--- src/icmp_erb_pkg.sv ---
// ----------------------------------------------------------------------------
// icmp_erb_pkg
// Shared types, constants and helpers for the icmp echo request builder.
// ----------------------------------------------------------------------------
package icmp_erb_pkg;

  localparam int HDR_BYTES         = 8;
  localparam int MAX_PAYLOAD_BYTES = 504;
  localparam int PATTERN_MAX_BYTES = 16;
  localparam int STAMP_BYTES       = 16;

  localparam int PLEN_W  = 9;   // payload length register width
  localparam int PATL_W  = 5;   // pattern length register width
  localparam int TOTAL_W = 10;  // header plus payload byte count
  localparam int WIDX_W  = 6;   // word index, up to 64 words
  localparam int PHASE_W = 4;   // pattern byte position
  localparam int ACC_W   = 24;  // checksum accumulator before folding

  localparam logic [7:0] ICMP_TYPE_ECHO = 8'd8;
  localparam logic [7:0] ICMP_CODE_ECHO = 8'd0;

  typedef enum logic [2:0] {
    REG_PAYLOAD_LENGTH = 3'd0,
    REG_PATTERN_ENABLE = 3'd1,
    REG_PATTERN_LENGTH = 3'd2,
    REG_PATTERN_LOW    = 3'd3,
    REG_PATTERN_HIGH   = 3'd4,
    REG_ECHO_ID        = 3'd5
  } cfg_reg_t;

  typedef enum logic [2:0] {
    ST_IDLE,
    ST_SUM,
    ST_FOLD1,
    ST_FOLD2,
    ST_EMIT
  } state_t;

  typedef struct packed {
    logic [15:0] sequence_number;
    logic [63:0] stamp_seconds;
    logic [29:0] stamp_nanoseconds;
  } in_t;

  typedef struct packed {
    logic [63:0] packet_word;
    logic [3:0]  valid_bytes;
    logic        last_word;
  } out_t;

  typedef struct packed {
    logic [PLEN_W-1:0] payload_length;
    logic              pattern_enable;
    logic [PATL_W-1:0] pattern_length;
    logic [63:0]       pattern_low_bytes;
    logic [63:0]       pattern_high_bytes;
    logic [15:0]       echo_identifier;
  } cfg_t;

  // saturated payload length
  function automatic logic [PLEN_W-1:0] eff_plen(input logic [PLEN_W-1:0] plen);
    if (plen > PLEN_W'(MAX_PAYLOAD_BYTES)) begin
      return PLEN_W'(MAX_PAYLOAD_BYTES);
    end
    return plen;
  endfunction

  // pattern length clamped to 1..max
  function automatic logic [PATL_W-1:0] eff_patlen(input logic [PATL_W-1:0] patlen);
    if (patlen == '0) begin
      return PATL_W'(1);
    end
    if (patlen > PATL_W'(PATTERN_MAX_BYTES)) begin
      return PATL_W'(PATTERN_MAX_BYTES);
    end
    return patlen;
  endfunction

endpackage

--- src/icmp_erb_word_gen.sv ---
// ----------------------------------------------------------------------------
// icmp_erb_word_gen
// Builds one 8-byte packet word from its index, the pattern phase and config.
// ----------------------------------------------------------------------------
module icmp_erb_word_gen
  import icmp_erb_pkg::*;
(
  input  cfg_t               cfg,
  input  in_t                item,
  input  logic [WIDX_W-1:0]  word_idx,
  input  logic [PHASE_W-1:0] phase_in,
  input  logic [15:0]        checksum,
  output logic [63:0]        word,
  output logic [3:0]         valid_bytes,
  output logic [PHASE_W-1:0] phase_out
);

  logic [PLEN_W-1:0]  plen;
  logic [PATL_W-1:0]  patlen;
  logic [TOTAL_W-1:0] total;
  logic [TOTAL_W-1:0] base;
  logic [TOTAL_W-1:0] rem;
  logic [TOTAL_W-1:0] pos;
  logic [TOTAL_W-1:0] off;
  logic [PHASE_W-1:0] ph;
  logic [127:0]       pat;
  logic [63:0]        nsec_ext;
  logic               stamp_fits;
  logic [7:0]         byte_v;

  always_comb begin
    plen       = eff_plen(cfg.payload_length);
    patlen     = eff_patlen(cfg.pattern_length);
    total      = TOTAL_W'(HDR_BYTES) + {1'b0, plen};
    base       = {1'b0, word_idx, 3'b000};
    rem        = total - base;
    pat        = {cfg.pattern_high_bytes, cfg.pattern_low_bytes};
    nsec_ext   = {34'd0, item.stamp_nanoseconds};
    stamp_fits = (plen >= PLEN_W'(STAMP_BYTES));
    ph         = phase_in;
    word       = '0;
    pos        = '0;
    off        = '0;
    byte_v     = '0;
    for (int b = 0; b < 8; b++) begin
      pos = base + TOTAL_W'(b);
      off = pos - TOTAL_W'(HDR_BYTES);
      if (word_idx == '0) begin
        byte_v = '0;
      end else if (cfg.pattern_enable) begin
        byte_v = pat[{ph, 3'b000} +: 8];
        ph = ({1'b0, ph} == patlen - PATL_W'(1)) ? '0 : ph + PHASE_W'(1);
      end else if (stamp_fits && word_idx == WIDX_W'(1)) begin
        byte_v = item.stamp_seconds[8*b +: 8];
      end else if (stamp_fits && word_idx == WIDX_W'(2)) begin
        byte_v = nsec_ext[8*b +: 8];
      end else begin
        byte_v = off[7:0];
      end
      if (pos >= total) begin
        byte_v = '0;
      end
      word[63-8*b -: 8] = byte_v;
    end
    // header word: type, code, checksum, identifier, sequence
    if (word_idx == '0) begin
      word = {ICMP_TYPE_ECHO, ICMP_CODE_ECHO, checksum, cfg.echo_identifier,
              item.sequence_number};
    end
    phase_out   = ph;
    valid_bytes = (rem >= TOTAL_W'(8)) ? 4'd8 : rem[3:0];
  end

endmodule

--- src/icmp_echo_request_builder_core.sv ---
// ----------------------------------------------------------------------------
// icmp_echo_request_builder_core
// Builds an icmp echo request per probe and streams it as 8-byte words.
// ----------------------------------------------------------------------------
// A probe (sequence number plus send timestamp) is taken when start is high
// and busy is low. The block then makes two passes over the packet with one
// shared word generator: the first pass walks every word once and adds its
// four 16-bit halves into a checksum accumulator, states FOLD1 and FOLD2 fold
// the end carries, and the second pass regenerates the words with the checksum
// in place and puts out one word per cycle on out_data, marked by out_strobe.
// A packet of N words (N = ceil((8 + payload_length) / 8), 1 to 64) keeps busy
// high through both passes and the folds; the last word is on the port once
// busy has dropped, so the next probe may start while it is still shown. Words
// come out in wire order, earliest byte in bits 63:56, unused bytes of the
// final word zero. The receiver cannot stall: each word is on the port for
// exactly one cycle. Registers are written over the apb port at byte address
// 8*index and should only be changed while busy is low and no word is pending.
// ----------------------------------------------------------------------------
module icmp_echo_request_builder_core
  import icmp_erb_pkg::*;
(
  input  logic        clk,
  input  logic        rst_n,
  // probe input
  input  logic        start,
  output logic        busy,
  input  in_t         in_data,
  // packet words
  output logic        out_strobe,
  output out_t        out_data,
  // register port
  input  logic        psel,
  input  logic        penable,
  input  logic        pwrite,
  input  logic [5:0]  paddr,
  input  logic [63:0] pwdata,
  output logic [63:0] prdata,
  output logic        pready
);

  // register file
  cfg_t     cfg_r, cfg_nxt;
  cfg_reg_t reg_sel;
  logic     cfg_wr;

  // sequencer
  state_t state_r, state_nxt;
  logic   sum_en, fold_en, emit_en;
  logic   last_idx;

  // datapath
  in_t                item_r, item_nxt;
  logic [WIDX_W-1:0]  widx_r, widx_nxt;
  logic [PHASE_W-1:0] phase_r, phase_nxt;
  logic [ACC_W-1:0]   acc_r, acc_nxt;
  logic               out_strobe_r, out_strobe_nxt;
  out_t               out_data_r, out_data_nxt;
  logic [WIDX_W-1:0]  words_m1;
  logic [TOTAL_W-1:0] total_m1;

  // word generator
  logic [15:0]        gen_ck;
  logic [63:0]        gen_word;
  logic [3:0]         gen_valid;
  logic [PHASE_W-1:0] gen_phase;
  logic [17:0]        half_sum;

  // --------------------------------------------------------------------------
  // register port: always ready, write on the access cycle
  // --------------------------------------------------------------------------
  assign pready  = 1'b1;
  assign reg_sel = cfg_reg_t'(paddr[5:3]);
  assign cfg_wr  = psel && penable && pwrite;

  always_comb begin
    cfg_nxt = cfg_r;
    if (cfg_wr) begin
      unique case (reg_sel)
        REG_PAYLOAD_LENGTH: cfg_nxt.payload_length     = pwdata[PLEN_W-1:0];
        REG_PATTERN_ENABLE: cfg_nxt.pattern_enable     = pwdata[0];
        REG_PATTERN_LENGTH: cfg_nxt.pattern_length     = pwdata[PATL_W-1:0];
        REG_PATTERN_LOW:    cfg_nxt.pattern_low_bytes  = pwdata;
        REG_PATTERN_HIGH:   cfg_nxt.pattern_high_bytes = pwdata;
        REG_ECHO_ID:        cfg_nxt.echo_identifier    = pwdata[15:0];
        default:            cfg_nxt = cfg_r;  // unmapped index, ignored
      endcase
    end
  end

  always_comb begin
    unique case (reg_sel)
      REG_PAYLOAD_LENGTH: prdata = {55'd0, cfg_r.payload_length};
      REG_PATTERN_ENABLE: prdata = {63'd0, cfg_r.pattern_enable};
      REG_PATTERN_LENGTH: prdata = {59'd0, cfg_r.pattern_length};
      REG_PATTERN_LOW:    prdata = cfg_r.pattern_low_bytes;
      REG_PATTERN_HIGH:   prdata = cfg_r.pattern_high_bytes;
      REG_ECHO_ID:        prdata = {48'd0, cfg_r.echo_identifier};
      default:            prdata = '0;
    endcase
  end

  // --------------------------------------------------------------------------
  // packet geometry: index of the final word
  // --------------------------------------------------------------------------
  assign total_m1 = TOTAL_W'(HDR_BYTES - 1) + {1'b0, eff_plen(cfg_r.payload_length)};
  assign words_m1 = total_m1[TOTAL_W-2:3];
  assign last_idx = (widx_r == words_m1);

  // --------------------------------------------------------------------------
  // sequencer: next state
  // --------------------------------------------------------------------------
  always_comb begin
    state_nxt = state_r;
    unique case (state_r)
      ST_IDLE:  if (start) begin
                  state_nxt = ST_SUM;
                end
      ST_SUM:   if (last_idx) begin
                  state_nxt = ST_FOLD1;
                end
      ST_FOLD1: state_nxt = ST_FOLD2;
      ST_FOLD2: state_nxt = ST_EMIT;
      ST_EMIT:  if (last_idx) begin
                  state_nxt = ST_IDLE;
                end
      default:  state_nxt = ST_IDLE;
    endcase
  end

  // sequencer: control outputs
  always_comb begin
    busy    = 1'b1;
    sum_en  = 1'b0;
    fold_en = 1'b0;
    emit_en = 1'b0;
    unique case (state_r)
      ST_IDLE:  busy    = 1'b0;
      ST_SUM:   sum_en  = 1'b1;
      ST_FOLD1: fold_en = 1'b1;
      ST_FOLD2: fold_en = 1'b1;
      ST_EMIT:  emit_en = 1'b1;
      default:  busy    = 1'b1;
    endcase
  end

  // --------------------------------------------------------------------------
  // shared word generator; checksum field reads zero on the summing pass
  // --------------------------------------------------------------------------
  assign gen_ck = emit_en ? ~acc_r[15:0] : 16'd0;

  icmp_erb_word_gen u_word_gen (
    .cfg         (cfg_r),
    .item        (item_r),
    .word_idx    (widx_r),
    .phase_in    (phase_r),
    .checksum    (gen_ck),
    .word        (gen_word),
    .valid_bytes (gen_valid),
    .phase_out   (gen_phase)
  );

  assign half_sum = 18'(gen_word[63:48]) + 18'(gen_word[47:32])
                  + 18'(gen_word[31:16]) + 18'(gen_word[15:0]);

  // --------------------------------------------------------------------------
  // datapath next values
  // --------------------------------------------------------------------------
  always_comb begin
    item_nxt       = item_r;
    widx_nxt       = widx_r;
    phase_nxt      = phase_r;
    acc_nxt        = acc_r;
    out_strobe_nxt = 1'b0;
    out_data_nxt   = out_data_r;

    if (!busy && start) begin
      item_nxt  = in_data;
      widx_nxt  = '0;
      phase_nxt = '0;
      acc_nxt   = '0;
    end

    // pattern phase only advances across payload words
    if (sum_en || emit_en) begin
      widx_nxt = widx_r + WIDX_W'(1);
      if (widx_r != '0) begin
        phase_nxt = gen_phase;
      end
    end

    if (sum_en) begin
      acc_nxt = acc_r + ACC_W'(half_sum);
    end

    // end-around carry, two folds bring it under 16 bits
    if (fold_en) begin
      acc_nxt   = ACC_W'(acc_r[15:0]) + ACC_W'(acc_r[ACC_W-1:16]);
      widx_nxt  = '0;
      phase_nxt = '0;
    end

    if (emit_en) begin
      out_strobe_nxt           = 1'b1;
      out_data_nxt.packet_word = gen_word;
      out_data_nxt.valid_bytes = gen_valid;
      out_data_nxt.last_word   = last_idx;
    end
  end

  // --------------------------------------------------------------------------
  // registers
  // --------------------------------------------------------------------------
  always_ff @(posedge clk) begin
    if (!rst_n) begin
      state_r                    <= ST_IDLE;
      out_strobe_r               <= 1'b0;
      cfg_r.payload_length       <= PLEN_W'(56);
      cfg_r.pattern_enable       <= 1'b0;
      cfg_r.pattern_length       <= PATL_W'(1);
      cfg_r.pattern_low_bytes    <= '0;
      cfg_r.pattern_high_bytes   <= '0;
      cfg_r.echo_identifier      <= '0;
    end else begin
      state_r      <= state_nxt;
      out_strobe_r <= out_strobe_nxt;
      cfg_r        <= cfg_nxt;
    end
  end

  always_ff @(posedge clk) begin
    item_r     <= item_nxt;
    widx_r     <= widx_nxt;
    phase_r    <= phase_nxt;
    acc_r      <= acc_nxt;
    out_data_r <= out_data_nxt;
  end

  assign out_strobe = out_strobe_r;
  assign out_data   = out_data_r;

endmodule
--- config.mk ---
export PLATFORM = sky130hd
export DESIGN_NAME = icmp_echo_request_builder_core
export DESIGN_NICKNAME = d
export VERILOG_FILES = /design/src/icmp_erb_pkg.sv /design/src/icmp_erb_word_gen.sv /design/src/icmp_echo_request_builder_core.sv
export SDC_FILE = /design/constraint.sdc
export NUM_CORES = 2
export LEC_CHECK = 0
export ABC_CLOCK_PERIOD_IN_PS = 15000
export BUFFER_PORTS_ARGS = -buffer_cell sky130_fd_sc_hd__buf_4
export CAP_MARGIN = 20
export CORE_ASPECT_RATIO = 1.5
export CORE_MARGIN = 2
export CORE_UTILIZATION = 55
export DETAILED_ROUTE_END_ITERATION = 12
export HOLD_SLACK_MARGIN = 0.15
export PLACE_DENSITY = 0.84
export SYNTH_ARGS = -nofsm -noshare
export SYNTH_HDL_FRONTEND = slang
export SYNTH_SLANG_ARGS = --single-unit
--- constraint.sdc ---
create_clock -name clk -period 15 [get_ports clk]
set_input_delay 3.75 -clock clk [delete_from_list [all_inputs] [get_ports clk]]
set_output_delay 3.75 -clock clk [all_outputs]
set_load 0.005 [all_outputs]
## Word level (Yosys, flattened, before mapping)

Cells that the tools add are included.

- Bits in registers: 376
- Bits of input ports: 186
- Output and inout port bits: 136
- Word-level logic and storage cells: 201

- Add/sub/neg operators: 33
- $lt $le $gt $ge: 12
- Equal/unequal tests: 23
- Shift operators: 8
- Multiplexer cells: 86
- Bitwise gates (word level): 1
- Reduce and logical (&&, ||, !) cells: 21

Operators by type and width:

| operator | count |
|---|---|
| variable part select 128 x 8 -> 8 bit | 8 |
| case mux 64 bit (6 select lines) | 1 |
| two-way mux 8 bit | 32 |
| two-way mux 4 bit | 27 |
| two-way mux 24 bit | 3 |
| >= comparator 10 bit | 7 |
| two-way mux 64 bit | 1 |
| subtractor 8 x 4 -> 8 bit (second input constant) | 8 |
| adder 9 x 3 -> 10 bit (second input constant) | 4 |
| == test 4 x 5 -> 1 bit | 8 |
| adder 4 x 1 -> 4 bit (second input constant) | 8 |
| adder 24 x 18 -> 24 bit | 1 |
| adder 9 x 2 -> 10 bit (second input constant) | 2 |
| two-way mux 5 bit | 4 |
| adder 17 x 16 -> 18 bit | 1 |
| adder 18 x 16 -> 18 bit | 1 |
| two-way mux 9 bit | 2 |
| adder 16 x 16 -> 17 bit | 1 |
| adder 16 x 8 -> 17 bit | 1 |
| two-way mux 16 bit | 1 |
| inverter 16 bit | 1 |
| case mux 3 bit (5 select lines) | 1 |
| == test 3 x 2 -> 1 bit (second input constant) | 4 |
| two-way mux 6 bit | 2 |
| 30 further kinds | 55 |

## Logic depth before layout (Yosys ltp)

- Word-level depth: 44
- Gate-level depth with buffers: 88
- Depth with buffers taken out: 74

## Hierarchy

A second synthesis with hierarchy kept.

- Cells, all modules: 3892
- Area, all modules: 30923.4 µm²

Modules (own cells, without submodules):

| module | times used | cells an instance | area an instance (µm²) | seq. area each (µm²) |
|---|---|---|---|---|
| icmp_echo_request_builder_core | 1 | 1582 | 16564.6 | 9559.2 |
| icmp_erb_word_gen | 1 | 2310 | 14358.8 | 0.0 |

## Least setup slack after synthesis

No wires, ideal clock.

- Path type: register to register
- From: register cfg_r[145] in the netlist's numbering
- To: register acc_r[23] (data pin)
- Setup time: 266 ps
- Arrival: 16245 ps
- Required time: 14734 ps
- Path slack: -1511 ps
- Cell stages (with the launch flop): 84
- Path buffers: 13
- Period minus slack after synthesis: 16511 ps
- Path through: dfxtp_1 or4_4 o21ai_2 inv_1 ha_1 clkbuf_1 xor2_1 nand3_2 nor2_1 and3_1 or2_2 inv_2 clkbuf_1 clkbuf_1 clkbuf_1 ha_1 nand2_1 nor2_1 [... 48 more ...] a21oi_1 o21bai_1 a21oi_1 o21bai_1 a21oi_1 o21bai_1 a21oi_1 o21bai_1 a21oi_1 o21bai_1 a21oi_1 nor2b_1 o21ai_0 nand2b_1 and3_1 nand3_1 xor2_1 nor2_1

- Cells in the longest elaborated chain, start to end: 42
- Elaborated cells on any way between the ends: 71
- Classes of those cells: add/sub: 11; order compare: 1; eq/ne: 7; shift: 7; mux: 44; reduce/logical: 1

Ends and longest elaborated chain:

| what | RTL line | RTL |
|---|---|---|
| start: declaration | icmp_echo_request_builder_core.sv:42 | `cfg_t cfg_r, cfg_nxt;` |
| start signal: assignment | icmp_echo_request_builder_core.sv:226 | `cfg_r <= cfg_nxt;` |
| > comparator 5 bit | icmp_erb_pkg.sv:73 | `if (patlen > PATL_W'(PATTERN_MAX_BYTES)) begin` |
| two-way mux 1 bit (2 in series) | icmp_erb_pkg.sv:73 |  |
| two-way mux 5 bit | icmp_erb_pkg.sv:76 | `return patlen;` |
| two-way mux 5 bit (*) | icmp_erb_pkg.sv:73 |  |
| subtractor 5 x 1 -> 5 bit (*) | icmp_erb_word_gen.sv:52 | `ph = ({1'b0, ph} == patlen - PATL_W'(1)) ? '0 : ph + PHASE_W'(1);` |
| == test 4 x 5 -> 1 bit | icmp_erb_word_gen.sv:52 |  |
| two-way mux 4 bit | icmp_erb_word_gen.sv:52 |  |
| two-way mux 4 bit | icmp_erb_word_gen.sv:50 | `end else if (cfg.pattern_enable) begin` |
| [... 26 more ...] | -- |  |
| two-way mux 8 bit (*) | icmp_erb_word_gen.sv:50 |  |
| two-way mux 8 bit (*) | icmp_erb_word_gen.sv:60 | `if (pos >= total) begin` |
| two-way mux 64 bit (*) | icmp_erb_word_gen.sv:66 | `if (word_idx == '0) begin` |
| net gen_word[1] | icmp_echo_request_builder_core.sv:63 | `logic [63:0] gen_word;` |
| adder 18 x 16 -> 18 bit (*) | icmp_echo_request_builder_core.sv:163 | `+ 18'(gen_word[31:16]) + 18'(gen_word[15:0]);` |
| adder 24 x 18 -> 24 bit (*) | icmp_echo_request_builder_core.sv:192 | `acc_nxt = acc_r + ACC_W'(half_sum);` |
| two-way mux 24 bit (*) | icmp_echo_request_builder_core.sv:191 | `if (sum_en) begin` |
| two-way mux 24 bit (*) | icmp_echo_request_builder_core.sv:196 | `if (fold_en) begin` |
| end signal: assignment | icmp_echo_request_builder_core.sv:234 | `acc_r <= acc_nxt;` |
| end: declaration | icmp_echo_request_builder_core.sv:55 | `logic [ACC_W-1:0] acc_r, acc_nxt;` |

Mark *: on every way through the listed nets, which the timed path passes. The rest lies on a longest branch. The select of a mux whose other input is x is not followed.
A chain may end at the register's enable or synchronous reset.

## Worst setup path in the final report

Same ends and word-level chain as after synthesis.

==> results.cfg <==
[status]
status = complete, no violations

[clock_network]
cts_sinks = 376
htree_num_levels = 2
path_clk_slew_ns = 0.06
cts_root_buffer = clkbuf_16
cts_hold_buf = 0
tritoncts = yes
cts_buffers = 39
insertion_delay_ns = 0.60
clockBufferDepth = 3

[power_and_ir_drop]
power_density_mw_per_mm2 = 154.3
ir_worst_vdd_mv = 0.1517
power_frac_comb_pct = 57.4
seqPwrFrac_pct = 23.1
netSwitchingPower_w = 0.002340
p_int_w = 0.003104
leakagePower_nw = 13.06
clockPowerShare_pct = 19.5
total_power_w = 0.005444
netSwitchingFraction_pct = 42.98

[timing]
slew_headroom_pct = 22.62
finalHoldViolations = 0
fin_skew_ns = 0.02479
max_freq_ghz = 0.06956
slew_viol_final = 0
whs_ns = 0.4957
setup_viol = 0
min_period_over_period_pct = 95.84
worstMarginPinSlew_ns = 1.149
layout_min_cycle_time_ns = 14.38

[cells_and_area]
final_util_pct = 64.40
final_cell_mix = 923 x nand2_1, 491 x buf_4, 203 x edfxtp_1
syn2layout_area_growth_pct = 15.73
layout-drive-gt1-share_pct = 18.51
final_common_cell = nand2_1
design_area_mm2 = 0.03528
final_nets = 4206

[worst_setup_path]
critical_path_class = flop to flop
crit_start = cfg_r[145]
cp_slowest_stage_delay_ns = 0.60
critPathCaptureType = flop
arrival_ns = 14.69
rr_startpoint = cfg_r[145]
reg2reg_to = acc_r[23]
critPathRequiredTime_ns = 15.31
reg2reg_depth = 69
crit_slowest_cell = or4b_4
crit_path_frequent_cell = a21oi_2
critPathLaunchType = flop
regToRegSetupSlack_ns = 0.62
path_max_fanout = 13

[placed_design]
port_buffers = 317
placement.cell_area_mm2 = 0.03359
gp_congestion = 1.092
dp_hpwl_um = 97590

[global_routing]
grt_overflow = 0
first_global_vias = 29910
grt_usage_pct = 47.03
grt_antenna_before_repair = 15
grt_start_max_net_pins = 93
grt_pass1_wl_um = 198800

[die]
rows = 105
die-area_mm2 = 0.05737
ios = 322
core_mm2 = 0.05478
die_h_um = 292.4
die_w_um = 196.2
start_util_pct = 55.65

[routing]
routed_wl_um = 136800
drt_iter0_markers = 4506
antenna_left = 0
drt_first_pass_iters = 7
drcViolationCount = 0
routedWlPerCell_um = 29.43
num_vias = 31960
routed_via_density = 6.874

[synth]
ys.warnings.count = 0
synth_area_per_cell_um2 = 8.040
synth_area_mm2 = 0.03049
synth_edf_count = 203
syn-num-nets = 4086
ys_types = 104
synth-seq-area-share_pct = 31.36
synth_ff_type = edfxtp_1
synth-seq-cells = 376
async_reset_ff_share_pct = 0
synthCells = 3792

[min_path]
hold_start = cfg_r[102]
min_delay_path_depth = 2
hold_path.class = flop to flop
min_to = cfg_r[102]

[job]
maxCapViolations = 0
==> layout make-up <==
class | instances | area [µm²]
Inverter | 109 | 411.6
Antenna cell | 11 | 27.53
Clock buffer | 46 | 1064
Timing Repair Buffer | 498 | 3796
Sequential cell | 376 | 9565
Tap cell | 695 | 869.6
Multi-Input combinational cell | 2888 | 19240
Clock inverter | 26 | 311.5
Fill cell | 4655 | 19500
==> metrics by stage <==
step,instances,setup TNS [ns],worst slack (ns)
2_1_floorplan,3792,0,0.01929
3_3_place_gp,4554,0,0.001089
3_5_place_dp,4554,-0.3762,-0.1662
4_1_cts,4626,0,0.06390
5_1_grt,4645,-0.08272,-0.06692
6_report,4649,0,0.6240
==> logic make-up (layout without fill, tap and decap cells) <==
family                     Yosys count  in the layout  share of synthesized area, %
and+or+nand+nor                   1492           1492                         21.52
muxes                              200            200                         8.742
AOI/OAI and AO/OA                 1012           1012                         23.75
buffers and inverters              528            679                         6.755
adders and majority gates          108            108                         5.639
DFF                                376            376                         31.36
xor gates and xnor gates            75             75                         2.224
other                                1             12                       0.01230
==> per-layer routing <==
layer | up-vias | track usage, % | share of wire [%]
li1 | 13800 | - | -
met1 | 14860 | 51.80 | 32
met2 | 2482 | 72.39 | 43
met3 | 803 | 13.60 | 12
met4 | 8 | 44.96 | 12
met5 | - | 0 | 0.034
==> synthesized netlist by cell type (all sizes together) (54+ instances only) <==
cell type / number / area (µm²)
a211oi: 163 / 1239
edfxtp: 203 / 6096
and2: 93 / 581.8
a31oi: 76 / 475.5
nand3: 110 / 555.5
xnor2: 54 / 480.5
buf: 81 / 377.9
a21oi: 138 / 694.4
and3: 71 / 444.2
nor2: 153 / 584.3
ha: 59 / 738.2
dfxtp: 173 / 3463
nand2: 926 / 3476
a22o: 62 / 543.0
mux2i: 141 / 1411
o21ai: 107 / 554.3
inv: 108 / 405.4
clkbuf: 338 / 1272
a21boi: 154 / 1156
==> power groups by stage <==
stage          logic [W]  clock network (W)  registers [W]
2_1_floorplan    0.00186                  0        0.00125
5_1_grt          0.00334            0.00110        0.00126
3_5_place_dp     0.00292                  0        0.00128
4_1_cts          0.00295            0.00106        0.00126
6_report         0.00312            0.00106        0.00126
3_3_place_gp     0.00287                  0        0.00128
==> what timing repair did <==
action / in CTS / in global routing
setup endpoints to repair: 4 / 8
gates resized for setup: 3 / 34
setup buffers: 0 / 11
pin swaps: 0 / 22
==> worst max path at each step <==
| stage | to | slack [ns] | cells past startpoint |
|---|---|---|---|
| global placement | acc_r[22] | 0.001 | 70 |
| CTS | acc_r[23] | 0.06 | 68 |
| finish | acc_r[23] | 0.62 | 69 |
| global route | acc_r[23] | -0.07 | 68 |
| detailed placement | acc_r[22] | -0.17 | 70 |
| floorplan | acc_r[23] | 0.02 | 85 |
==> critical path: cells and delay by family, from the launching register on <==
family	cells	cell delay, ns
AO/OA/AOI/OAI	28	5.09
XOR/XNOR	2	0.32
adder cells (fa/ha/maj)	8	2.81
buffers and inverters	7	0.77
flip-flops	1	0.31
multiplexers	2	0.65
AND/OR/NAND/NOR	22	4.14
==> registers in the layout, summed over array words and instances (netlist names) <==
| register | flops |
|---|---|
| cfg_r | 159 |
| item_r | 110 |
| out_data | 69 |
| acc_r | 24 |
| widx_r | 6 |
| phase_r | 4 |
| state_r | 3 |
| out_strobe | 1 |
Power figures use the tool's default switching activity.
